===== src/hw/rtl/vmr_pkg.sv =====
`timescale 1ns / 1ps

package vmr_pkg;

  localparam int VMR_QUEUE_SIZE = 256;

  localparam logic OP_READ  = 1'b0;
  localparam logic OP_WRITE = 1'b1;

  localparam logic [11:0] OFF_MAGIC        = 12'h000;
  localparam logic [11:0] OFF_VERSION      = 12'h004;
  localparam logic [11:0] OFF_DEVICE_ID    = 12'h008;
  localparam logic [11:0] OFF_VENDOR_ID    = 12'h00C;
  localparam logic [11:0] OFF_DEV_FEAT     = 12'h010;
  localparam logic [11:0] OFF_DEV_FEAT_SEL = 12'h014;
  localparam logic [11:0] OFF_DRV_FEAT     = 12'h020;
  localparam logic [11:0] OFF_DRV_FEAT_SEL = 12'h024;
  localparam logic [11:0] OFF_QSEL         = 12'h030;
  localparam logic [11:0] OFF_QNUM_MAX     = 12'h034;
  localparam logic [11:0] OFF_QNUM         = 12'h038;
  localparam logic [11:0] OFF_QREADY       = 12'h044;
  localparam logic [11:0] OFF_QNOTIFY      = 12'h050;
  localparam logic [11:0] OFF_IRQ_STATUS   = 12'h060;
  localparam logic [11:0] OFF_IRQ_ACK      = 12'h064;
  localparam logic [11:0] OFF_STATUS       = 12'h070;
  localparam logic [11:0] OFF_DESC_LO      = 12'h080;
  localparam logic [11:0] OFF_DESC_HI      = 12'h084;
  localparam logic [11:0] OFF_AVAIL_LO     = 12'h090;
  localparam logic [11:0] OFF_AVAIL_HI     = 12'h094;
  localparam logic [11:0] OFF_USED_LO      = 12'h0A0;
  localparam logic [11:0] OFF_USED_HI      = 12'h0A4;
  localparam logic [11:0] OFF_CONFIG_GEN   = 12'h0FC;

  localparam logic [31:0] MAGIC_VALUE   = 32'h7472_6976;
  localparam logic [31:0] VENDOR_VALUE  = 32'h554D_4551;
  localparam logic [31:0] VERSION_VALUE = 32'd2;
  localparam logic [31:0] DEVICE_VALUE  = 32'd3;
  localparam logic [63:0] FEATURE_RESET = 64'h0000_0001_0000_0000;

endpackage


===== src/hw/rtl/vmr_if.sv =====
`timescale 1ns / 1ps

interface vmr_in_if;
  logic        valid;
  logic        ready;
  logic        opcode;
  logic [11:0] offset;
  logic [31:0] write_data;

  modport source (output valid, opcode, offset, write_data, input ready);
  modport sink   (input valid, opcode, offset, write_data, output ready);
endinterface

interface vmr_out_if;
  logic        valid;
  logic        ready;
  logic [31:0] read_data;
  logic        notify_tx;
  logic        irq_pending;

  modport source (output valid, read_data, notify_tx, irq_pending, input ready);
  modport sink   (input valid, read_data, notify_tx, irq_pending, output ready);
endinterface


===== src/hw/rtl/virtio_mmio_register_file.sv =====
// Each input transfer's result is registered in the output register.
// Throughput: one access per cycle while the sink takes results; the single output
// register refills in the cycle it is drained, so input ready follows output ready.
// Reset (rst_n low, synchronous): output register empty, feature word holds the
// version 1 bit, all selects, queues and status registers cleared.
`timescale 1ns / 1ps

module virtio_mmio_register_file #(
  parameter int QUEUE_SIZE = vmr_pkg::VMR_QUEUE_SIZE
) (
  input logic        clk,
  input logic        rst_n,
  vmr_in_if.sink     in_bus,
  vmr_out_if.source  out_bus
);
  import vmr_pkg::*;

  localparam logic [31:0] QSIZE_WORD = 32'(QUEUE_SIZE);

  logic [63:0] feature_r;
  logic [31:0] dev_sel_r;
  logic [31:0] drv_sel_r;
  logic [31:0] queue_sel_r;
  logic        q_ready_r [2];
  logic [15:0] q_len_r   [2];
  logic [63:0] q_desc_r  [2];
  logic [63:0] q_avail_r [2];
  logic [63:0] q_used_r  [2];
  logic [31:0] irq_r;
  logic [31:0] status_r;

  logic        out_valid_r;
  logic [31:0] read_data_r;
  logic        notify_r;
  logic        irq_pend_r;

  logic        accept;
  logic        is_write;
  logic        qok;
  logic        q;
  logic [31:0] wdata;
  logic [31:0] rd_nxt;
  logic        notify_nxt;
  logic [31:0] irq_nxt;
  logic        tx_live;

  assign in_bus.ready = !out_valid_r || out_bus.ready;
  assign accept       = in_bus.valid && in_bus.ready;
  assign is_write     = (in_bus.opcode == OP_WRITE);
  assign wdata        = in_bus.write_data;
  assign qok          = (queue_sel_r[31:1] == 31'd0);
  assign q            = queue_sel_r[0];
  assign tx_live      = q_ready_r[1] && (q_desc_r[1] != 64'd0) &&
                        (q_avail_r[1] != 64'd0) && (q_used_r[1] != 64'd0);

  always_comb begin
    rd_nxt = 32'd0;
    if (!is_write) begin
      unique case (in_bus.offset)
        OFF_MAGIC:      rd_nxt = MAGIC_VALUE;
        OFF_VERSION:    rd_nxt = VERSION_VALUE;
        OFF_DEVICE_ID:  rd_nxt = DEVICE_VALUE;
        OFF_VENDOR_ID:  rd_nxt = VENDOR_VALUE;
        OFF_DEV_FEAT: begin
          if (dev_sel_r == 32'd0) begin
            rd_nxt = feature_r[31:0];
          end else if (dev_sel_r == 32'd1) begin
            rd_nxt = feature_r[63:32];
          end
        end
        OFF_QNUM_MAX:   rd_nxt = QSIZE_WORD;
        OFF_QREADY:     rd_nxt = {31'd0, qok && q_ready_r[q]};
        OFF_IRQ_STATUS: rd_nxt = irq_r;
        OFF_STATUS:     rd_nxt = status_r;
        OFF_CONFIG_GEN: rd_nxt = 32'd0;
        default:        rd_nxt = 32'd0;
      endcase
    end
  end

  // Interrupt status after this access; feeds both the register and irq_pending.
  always_comb begin
    irq_nxt    = irq_r;
    notify_nxt = 1'b0;
    if (is_write) begin
      unique case (in_bus.offset)
        OFF_QNOTIFY: begin
          if (wdata == 32'd1) begin
            notify_nxt = 1'b1;
            if (tx_live) begin
              irq_nxt = irq_r | 32'd1;
            end
          end
        end
        OFF_IRQ_ACK: irq_nxt = irq_r & ~wdata;
        OFF_STATUS: begin
          if (wdata == 32'd0) begin
            irq_nxt = 32'd0;
          end
        end
        default: irq_nxt = irq_r;
      endcase
    end
  end

  always_ff @(posedge clk) begin
    if (!rst_n) begin
      feature_r   <= FEATURE_RESET;
      dev_sel_r   <= 32'd0;
      drv_sel_r   <= 32'd0;
      queue_sel_r <= 32'd0;
      irq_r       <= 32'd0;
      status_r    <= 32'd0;
      for (int i = 0; i < 2; i++) begin
        q_ready_r[i] <= 1'b0;
        q_len_r[i]   <= 16'd0;
        q_desc_r[i]  <= 64'd0;
        q_avail_r[i] <= 64'd0;
        q_used_r[i]  <= 64'd0;
      end
    end else if (accept) begin
      irq_r <= irq_nxt;
      if (is_write) begin
        unique case (in_bus.offset)
          OFF_DEV_FEAT_SEL: dev_sel_r <= wdata;
          OFF_DRV_FEAT_SEL: drv_sel_r <= wdata;
          OFF_DRV_FEAT: begin
            if (drv_sel_r == 32'd0) begin
              feature_r[31:0] <= wdata;
            end else if (drv_sel_r == 32'd1) begin
              feature_r[63:32] <= wdata;
            end
          end
          OFF_QSEL: queue_sel_r <= wdata;
          OFF_QNUM: begin
            if (qok) begin
              // clamp to the maximum queue size
              q_len_r[q] <= (wdata < QSIZE_WORD) ? wdata[15:0] : QSIZE_WORD[15:0];
            end
          end
          OFF_QREADY: begin
            if (qok) begin
              q_ready_r[q] <= (wdata != 32'd0);
            end
          end
          OFF_STATUS: begin
            status_r <= wdata;
            if (wdata == 32'd0) begin
              for (int i = 0; i < 2; i++) begin
                q_ready_r[i] <= 1'b0;
                q_len_r[i]   <= 16'd0;
                q_desc_r[i]  <= 64'd0;
                q_avail_r[i] <= 64'd0;
                q_used_r[i]  <= 64'd0;
              end
            end
          end
          OFF_DESC_LO:  if (qok) q_desc_r[q][31:0]   <= wdata;
          OFF_DESC_HI:  if (qok) q_desc_r[q][63:32]  <= wdata;
          OFF_AVAIL_LO: if (qok) q_avail_r[q][31:0]  <= wdata;
          OFF_AVAIL_HI: if (qok) q_avail_r[q][63:32] <= wdata;
          OFF_USED_LO:  if (qok) q_used_r[q][31:0]   <= wdata;
          OFF_USED_HI:  if (qok) q_used_r[q][63:32]  <= wdata;
          default: ;
        endcase
      end
    end
  end

  always_ff @(posedge clk) begin
    if (!rst_n) begin
      out_valid_r <= 1'b0;
    end else if (accept) begin
      out_valid_r <= 1'b1;
    end else if (out_bus.ready) begin
      out_valid_r <= 1'b0;
    end
  end

  // hold the result while the sink stalls
  always_ff @(posedge clk) begin
    if (accept) begin
      read_data_r <= rd_nxt;
      notify_r    <= notify_nxt;
      irq_pend_r  <= (irq_nxt != 32'd0);
    end
  end

  assign out_bus.valid       = out_valid_r;
  assign out_bus.read_data   = read_data_r;
  assign out_bus.notify_tx   = notify_r;
  assign out_bus.irq_pending = irq_pend_r;

endmodule


===== src/flat_wrapper.sv =====
// flat-port wrapper written by rule: the top's interface ports become plain ports
module virtio_mmio_register_file_flat import vmr_pkg::*;
#(
  parameter int QUEUE_SIZE = vmr_pkg::VMR_QUEUE_SIZE
)
  (clk, rst_n, in_bus_valid, in_bus_opcode, in_bus_offset, in_bus_write_data, in_bus_ready, out_bus_valid, out_bus_read_data, out_bus_notify_tx, out_bus_irq_pending, out_bus_ready);
  vmr_in_if in_bus_i ();
  vmr_out_if out_bus_i ();
  input logic clk;
  input logic rst_n;
  input wire logic [$bits(in_bus_i.valid)-1:0] in_bus_valid;
  input wire logic [$bits(in_bus_i.opcode)-1:0] in_bus_opcode;
  input wire logic [$bits(in_bus_i.offset)-1:0] in_bus_offset;
  input wire logic [$bits(in_bus_i.write_data)-1:0] in_bus_write_data;
  output wire logic [$bits(in_bus_i.ready)-1:0] in_bus_ready;
  output wire logic [$bits(out_bus_i.valid)-1:0] out_bus_valid;
  output wire logic [$bits(out_bus_i.read_data)-1:0] out_bus_read_data;
  output wire logic [$bits(out_bus_i.notify_tx)-1:0] out_bus_notify_tx;
  output wire logic [$bits(out_bus_i.irq_pending)-1:0] out_bus_irq_pending;
  input wire logic [$bits(out_bus_i.ready)-1:0] out_bus_ready;
  assign in_bus_i.valid = in_bus_valid;
  assign in_bus_i.opcode = in_bus_opcode;
  assign in_bus_i.offset = in_bus_offset;
  assign in_bus_i.write_data = in_bus_write_data;
  assign in_bus_ready = in_bus_i.ready;
  assign out_bus_valid = out_bus_i.valid;
  assign out_bus_read_data = out_bus_i.read_data;
  assign out_bus_notify_tx = out_bus_i.notify_tx;
  assign out_bus_irq_pending = out_bus_i.irq_pending;
  assign out_bus_i.ready = out_bus_ready;
  virtio_mmio_register_file #(.QUEUE_SIZE(QUEUE_SIZE)) u_core (.clk(clk), .rst_n(rst_n), .in_bus(in_bus_i), .out_bus(out_bus_i));
endmodule

===== config.mk =====
export PLATFORM = sky130hd
export DESIGN_NAME = virtio_mmio_register_file_flat
export DESIGN_NICKNAME = d
export VERILOG_FILES = /design/src/hw/rtl/vmr_pkg.sv /design/src/hw/rtl/vmr_if.sv /design/src/hw/rtl/virtio_mmio_register_file.sv /design/src/flat_wrapper.sv
export SDC_FILE = /design/constraint.sdc
export NUM_CORES = 1
export LEC_CHECK = 0
export BUFFER_PORTS_ARGS = -buffer_cell sky130_fd_sc_hd__buf_2
export CORE_AREA = 2 2 212 173
export DETAILED_ROUTE_END_ITERATION = 10
export DIE_AREA = 0 0 214 175
export PLACE_DENSITY_LB_ADDON = 0.05
export SYNTH_ARGS = -nofsm -noshare
export SYNTH_HDL_FRONTEND = slang
export SYNTH_SLANG_ARGS = --single-unit

===== constraint.sdc =====
create_clock -name clk -period 4.6 [get_ports clk]
set_input_delay 0.23 -clock clk [delete_from_list [all_inputs] [get_ports clk]]
set_output_delay 0.23 -clock clk [all_outputs]
set_load 0.02 [all_outputs]

* After elaboration in Yosys (flattened, before gate mapping)
Memory sizes are Yosys's and may differ from the RTL's. A register that Yosys moved wholly into a read port is not among the register bits.
Cells that the tools add are included.
** Cells by class
- Bitwise operators :: 11
- Reductions and logical operators :: 29
- Equality and inequality tests :: 23
- Mux-type cells :: 76
** Operators by type and width (number)
- 2-to-1 mux 64 bit :: 9
- one-hot mux 32 bit (9 select lines) :: 1
- nonzero test 64 bit :: 3
- OR reduction 64 bit :: 3
- 2-to-1 mux 32 bit :: 4
- == test 32 x 1 -> 1 bit (second input constant) :: 3
- logical NOT 32 bit :: 3
- one-hot mux 32 bit (3 select lines) :: 1
- == test 12 x 8 -> 1 bit (second input constant) :: 6
- nonzero test 32 bit :: 2
- == test 12 x 7 -> 1 bit (second input constant) :: 5
- 2-to-1 mux 1 bit :: 58
- == test 12 x 6 -> 1 bit (second input constant) :: 4
- AND 32 bit :: 1
- inverter 32 bit :: 1
- logical NOT 31 bit :: 1
- == test 12 x 4 -> 1 bit (second input constant) :: 2
- == test 12 x 5 -> 1 bit (second input constant) :: 2
- == test 12 x 3 -> 1 bit (second input constant) :: 1
- logical NOT 12 bit :: 1
- AND reduction 3 bit :: 4
- bitwise OR 1 bit :: 8
- 2-to-1 mux 2 bit :: 3
- logical AND 1 bit :: 5
- 8 further kinds :: 8
** Word-level totals
- Bits in writable memories :: 386
- Logic and storage cells :: 154
- Register bits :: 259
- Memories :: 4
- Bits of input ports :: 49
** Memories
- u_core.q_avail_r :: words 2, width 64, read ports 1, clocked after Yosys merged registers in 0, wr ports 2, line virtio_mmio_register_file.sv:27 : logic [63:0] q_avail_r [2];
- u_core.q_desc_r :: words 2, width 64, read ports 1, clocked after Yosys merged registers in 0, wr ports 2, line virtio_mmio_register_file.sv:26 : logic [63:0] q_desc_r [2];
- u_core.q_used_r :: words 2, width 64, read ports 1, clocked after Yosys merged registers in 0, wr ports 2, line virtio_mmio_register_file.sv:28 : logic [63:0] q_used_r [2];
- u_core.q_ready_r :: words 2, width 1, read ports 2, clocked after Yosys merged registers in 1, wr ports 2, line virtio_mmio_register_file.sv:24 : logic q_ready_r [2];

* Longest topological paths before layout
An unclocked memory read counts as a cell.
- Word-level depth :: 10
- Mapped depth :: 10

* Worst setup path after synthesis
OpenSTA, ideal clock, no wires.
- Path kind :: flip-flop to flip-flop
- Start point :: register u_core.out_valid_r, in the netlist u_core.out_bus.valid
- End point :: memory u_core.q_used_r[1][0], enable pin
- Required time :: 4.134 ns
- Period minus slack after synthesis :: 5.351 ns
- Data arrival time :: 4.886 ns
- Cell stages (with the launch flop) :: 8
- Slack :: -0.751 ns
- Cell sequence :: dfxtp_1 nand2b_1 and2_1 clkbuf_1 and4_1 nand4b_1 clkbuf_1 o21ai_0
** RTL lines
- start: declaration :: line virtio_mmio_register_file.sv:32 : logic out_valid_r;
- start signal: assignment :: line virtio_mmio_register_file.sv:172 : out_valid_r <= 1'b0;
- start signal: assignment :: line virtio_mmio_register_file.sv:174 : out_valid_r <= 1'b1;
- start signal: assignment :: line virtio_mmio_register_file.sv:176 : out_valid_r <= 1'b0;
- end: declaration :: line virtio_mmio_register_file.sv:28

==> results.toml <==
[run_status]
status = "completed"

[die]
ios = 85
fp.dieArea_mm2 = 0.03745
fp-row-count = 62
die-height_um = 175
initial_core_util = 0.5438
fp.dieW_um = 214
coreArea_mm2 = 0.03530

[logic_synthesis]
synth-async-reset-ratio = 0
synth-seq-cells = 454
synth_top_area_frac = 0.3567
synth_nets = 1857
yosysWarningCount = 0
ys.flop_type = "edfxtp_1"
synth_largest_area_cell = "edfxtp_1"
yosys-top-cells-area = "edfxtp_1 36%, dfxtp_1 24%, nand2_1 7.2%"
ys_types = 60
synthesis.instances = 1808
syn_area_mm2 = 0.01919
avgSynthCellArea_um2 = 10.62
synth-edff-count = 228
synth-seq-area-share = 0.5924

[clock_network]
cts_buffer_depth = 3
clock_latency_ns = 0.55
h-tree-depth = 2
clock-sinks = 454
cts_resized = 0
cts_tree = "yes"
cts_root_buf = "clkbuf_16"
numCtsBuffers = 46
clk_pin_slew_ns = 0.06

[route]
drt-initial-drc-count = 1595
via_per_inst = 5.869
wl_per_cell_um = 22.95
antenna_left = 0
drt_wl_total_mm = 53.75
via_count = 13746
drt_pass1_iterations = 5
drc = 0

[worst_setup_path]
worst-path-buf-inv = 2
cpPeakStageDelay_ns = 0.71
r2r_cells = 7
worst-path-stages = 8
crit_fanout = 26
worstSetupPathType = "input port to flip-flop"
cpLargestDelayFamily = "simple AND/OR/NAND/NOR gates"
startpoint_type = "input port"
crit_chain = "buf_2, or4_4, or2_1, nor3_4, nand3_1, o31a_1, o21ai_2, buf_4"
worstPathArrival_ns = 3.31
crit_required_ns = 4.85
reg2reg_slack_ns = 1.61
slowest_stage = "or4_4"
endpoint_kind = "flip-flop"

[timing]
fmax_mhz = 325.8
tns_ns = 0
finalSetupViolCount = 0
finalCritPeriodShare = 0.6672
period_needed_ns = 3.069
relSlewSlack = 0.2348
hold_viol_final = 0
worstMarginPinSlew_ns = 1.144
finalClockSkew_ns = 0.01372
rsz0062_at_grt = "no"
whs_ns = 0.05962
slew_viol_final = 0

[cells_and_area]
finalInstanceArea_mm2 = 0.02131
area_growth_pct = 11.04
final_nets = 1874
layout_common_cells = "366 x nand2_1, 228 x edfxtp_1, 226 x dfxtp_1"
drive_gt1_frac = 0.1312
layout_commonest_cell = "nand2_1"

[placement]
port_buffers = 84
gp_congestion = 0.8697
hpwl_mm = 31.71
post_dp_cell_area_mm2 = 0.01988

[global_routing]
grt_start_max_net_pins = 119
gr-usage-all-layers = 0.2866
grt-ovfl-total = 0
grt_pass1_vias = 12786
grt_pass1_wl_mm = 80.52
antenna_found_initial = 6

[pwr]
p_leak_nw = 7.679
p_per_area_mw_per_mm2 = 386.6
ir_worst_vdd_uv = 290.7

[worst_hold_path]
whs_path_depth = 3
holdCritPathClass = "input port to flip-flop"

[flow_run]
drv_cap = 0
[logic make-up after synthesis]
logic type	count (synthesis)	share of synthesized area
compound gates	300	0.1133
buf+inv	168	0.03853
flops	454	0.5924
simple gates	820	0.2192
mux	66	0.03657
[worst register-to-register path, delay by kind of cell (launching register included)]
kind                   cells  cell delay [ns]
DFF                        1             0.31
AOI/OAI and AO/OA          1             0.78
buffers and inverters      2             0.58
and+or+nand+nor            4             1.02
[where the power goes]
part	switching (W)	leakage [nW]	internal [W]
Clock	0.00151	0.694	0.00204
Combinational	0.000278	2.83	0.0000812
Sequential	0.0000224	4.16	0.00431
[flip-flops by register name, summed over array words and instances (netlist names), named ones only]
register                    cells
u_core.dev_sel_r               32
u_core.drv_sel_r               32
u_core.feature_r               64
u_core.irq_r                   32
u_core.out_bus.irq_pending      1
u_core.out_bus.notify_tx        1
u_core.out_bus.read_data       32
u_core.out_bus.valid            1
u_core.q_avail_r               64
u_core.q_desc_r                64
u_core.q_ready_r                2
u_core.q_used_r                64
u_core.queue_sel_r             32
u_core.status_r                32
[repair_timing]
| item | 4_1_cts | 5_1_grt |
|---|---|---|
| endpoints found under the setup margin | 0 | 0 |
| hold buffers | 1 | 0 |
| buffers inserted | 0 | 0 |
| hold endpoints to repair | 1 | 0 |
[synth_stat cells, types with 4 or more instances]
cell / n
edfxtp_1: 228
a21oi_1: 19
mux2_2: 33
nor2_1: 33
nand2_1: 366
clkbuf_1: 123
a221oi_1: 11
or3_1: 6
a21boi_1: 107
buf_6: 11
dfxtp_1: 226
a22oi_1: 11
nor2b_1: 33
o21ai_0: 46
a21boi_0: 54
nor3_1: 18
nand3_1: 5
and3_1: 33
nor4_1: 88
nand4_1: 25
a221o_1: 4
inv_1: 12
buf_2: 21
nand2b_1: 9
mux2i_1: 33
o41ai_1: 17
a31oi_1: 8
a222oi_1: 7
and2_1: 181
[final timing paths]
check	from	to
worst min-delay path	in_bus_write_data[0]	u_core.status_r[0]
worst min register to register	u_core.feature_r[54]	u_core.feature_r[54]
worst max-delay path	in_bus_offset[1]	u_core.q_avail_r[1][51]
worst max register to register	u_core.queue_sel_r[19]	u_core.q_avail_r[1][51]
[metal layers]
metal / up-vias / share of wire / GRT usage
met2: 500 / 0.43 / 0.4288
met4: 4 / 0.025 / 0.08042
li1: 6432 / - / -
met1: 6714 / 0.46 / 0.4225
met3: 96 / 0.083 / 0.05953
met5: - / 0.00032 / 0
[through the flow]
step | worst slack [ns] | cells | util | power [W]
after floorplan | 0.1134 | 1808 | - | 0.004584
after global placement | 1.117 | 2256 | 0.5632 | 0.004770
after detailed placement | 1.026 | 2256 | 0.5632 | 0.004773
after CTS | 1.596 | 2340 | 0.6037 | 0.008282
after global routing | 1.399 | 2341 | 0.6037 | 0.008472
final | 1.531 | 2342 | 0.6038 | 0.008240
[cell type report]
cell class              count  area (um2)
well taps                 480       600.6
clock inverters            15       92.59
flip-flops and latches    454       11370
repair buffers            124       725.7
clock buffers              68        1325
inverters                  13       48.80
multi-input cells        1186        7143
fillers                  2979       13980
diodes                      2       5.005
Power figures use the tool's default switching activity.
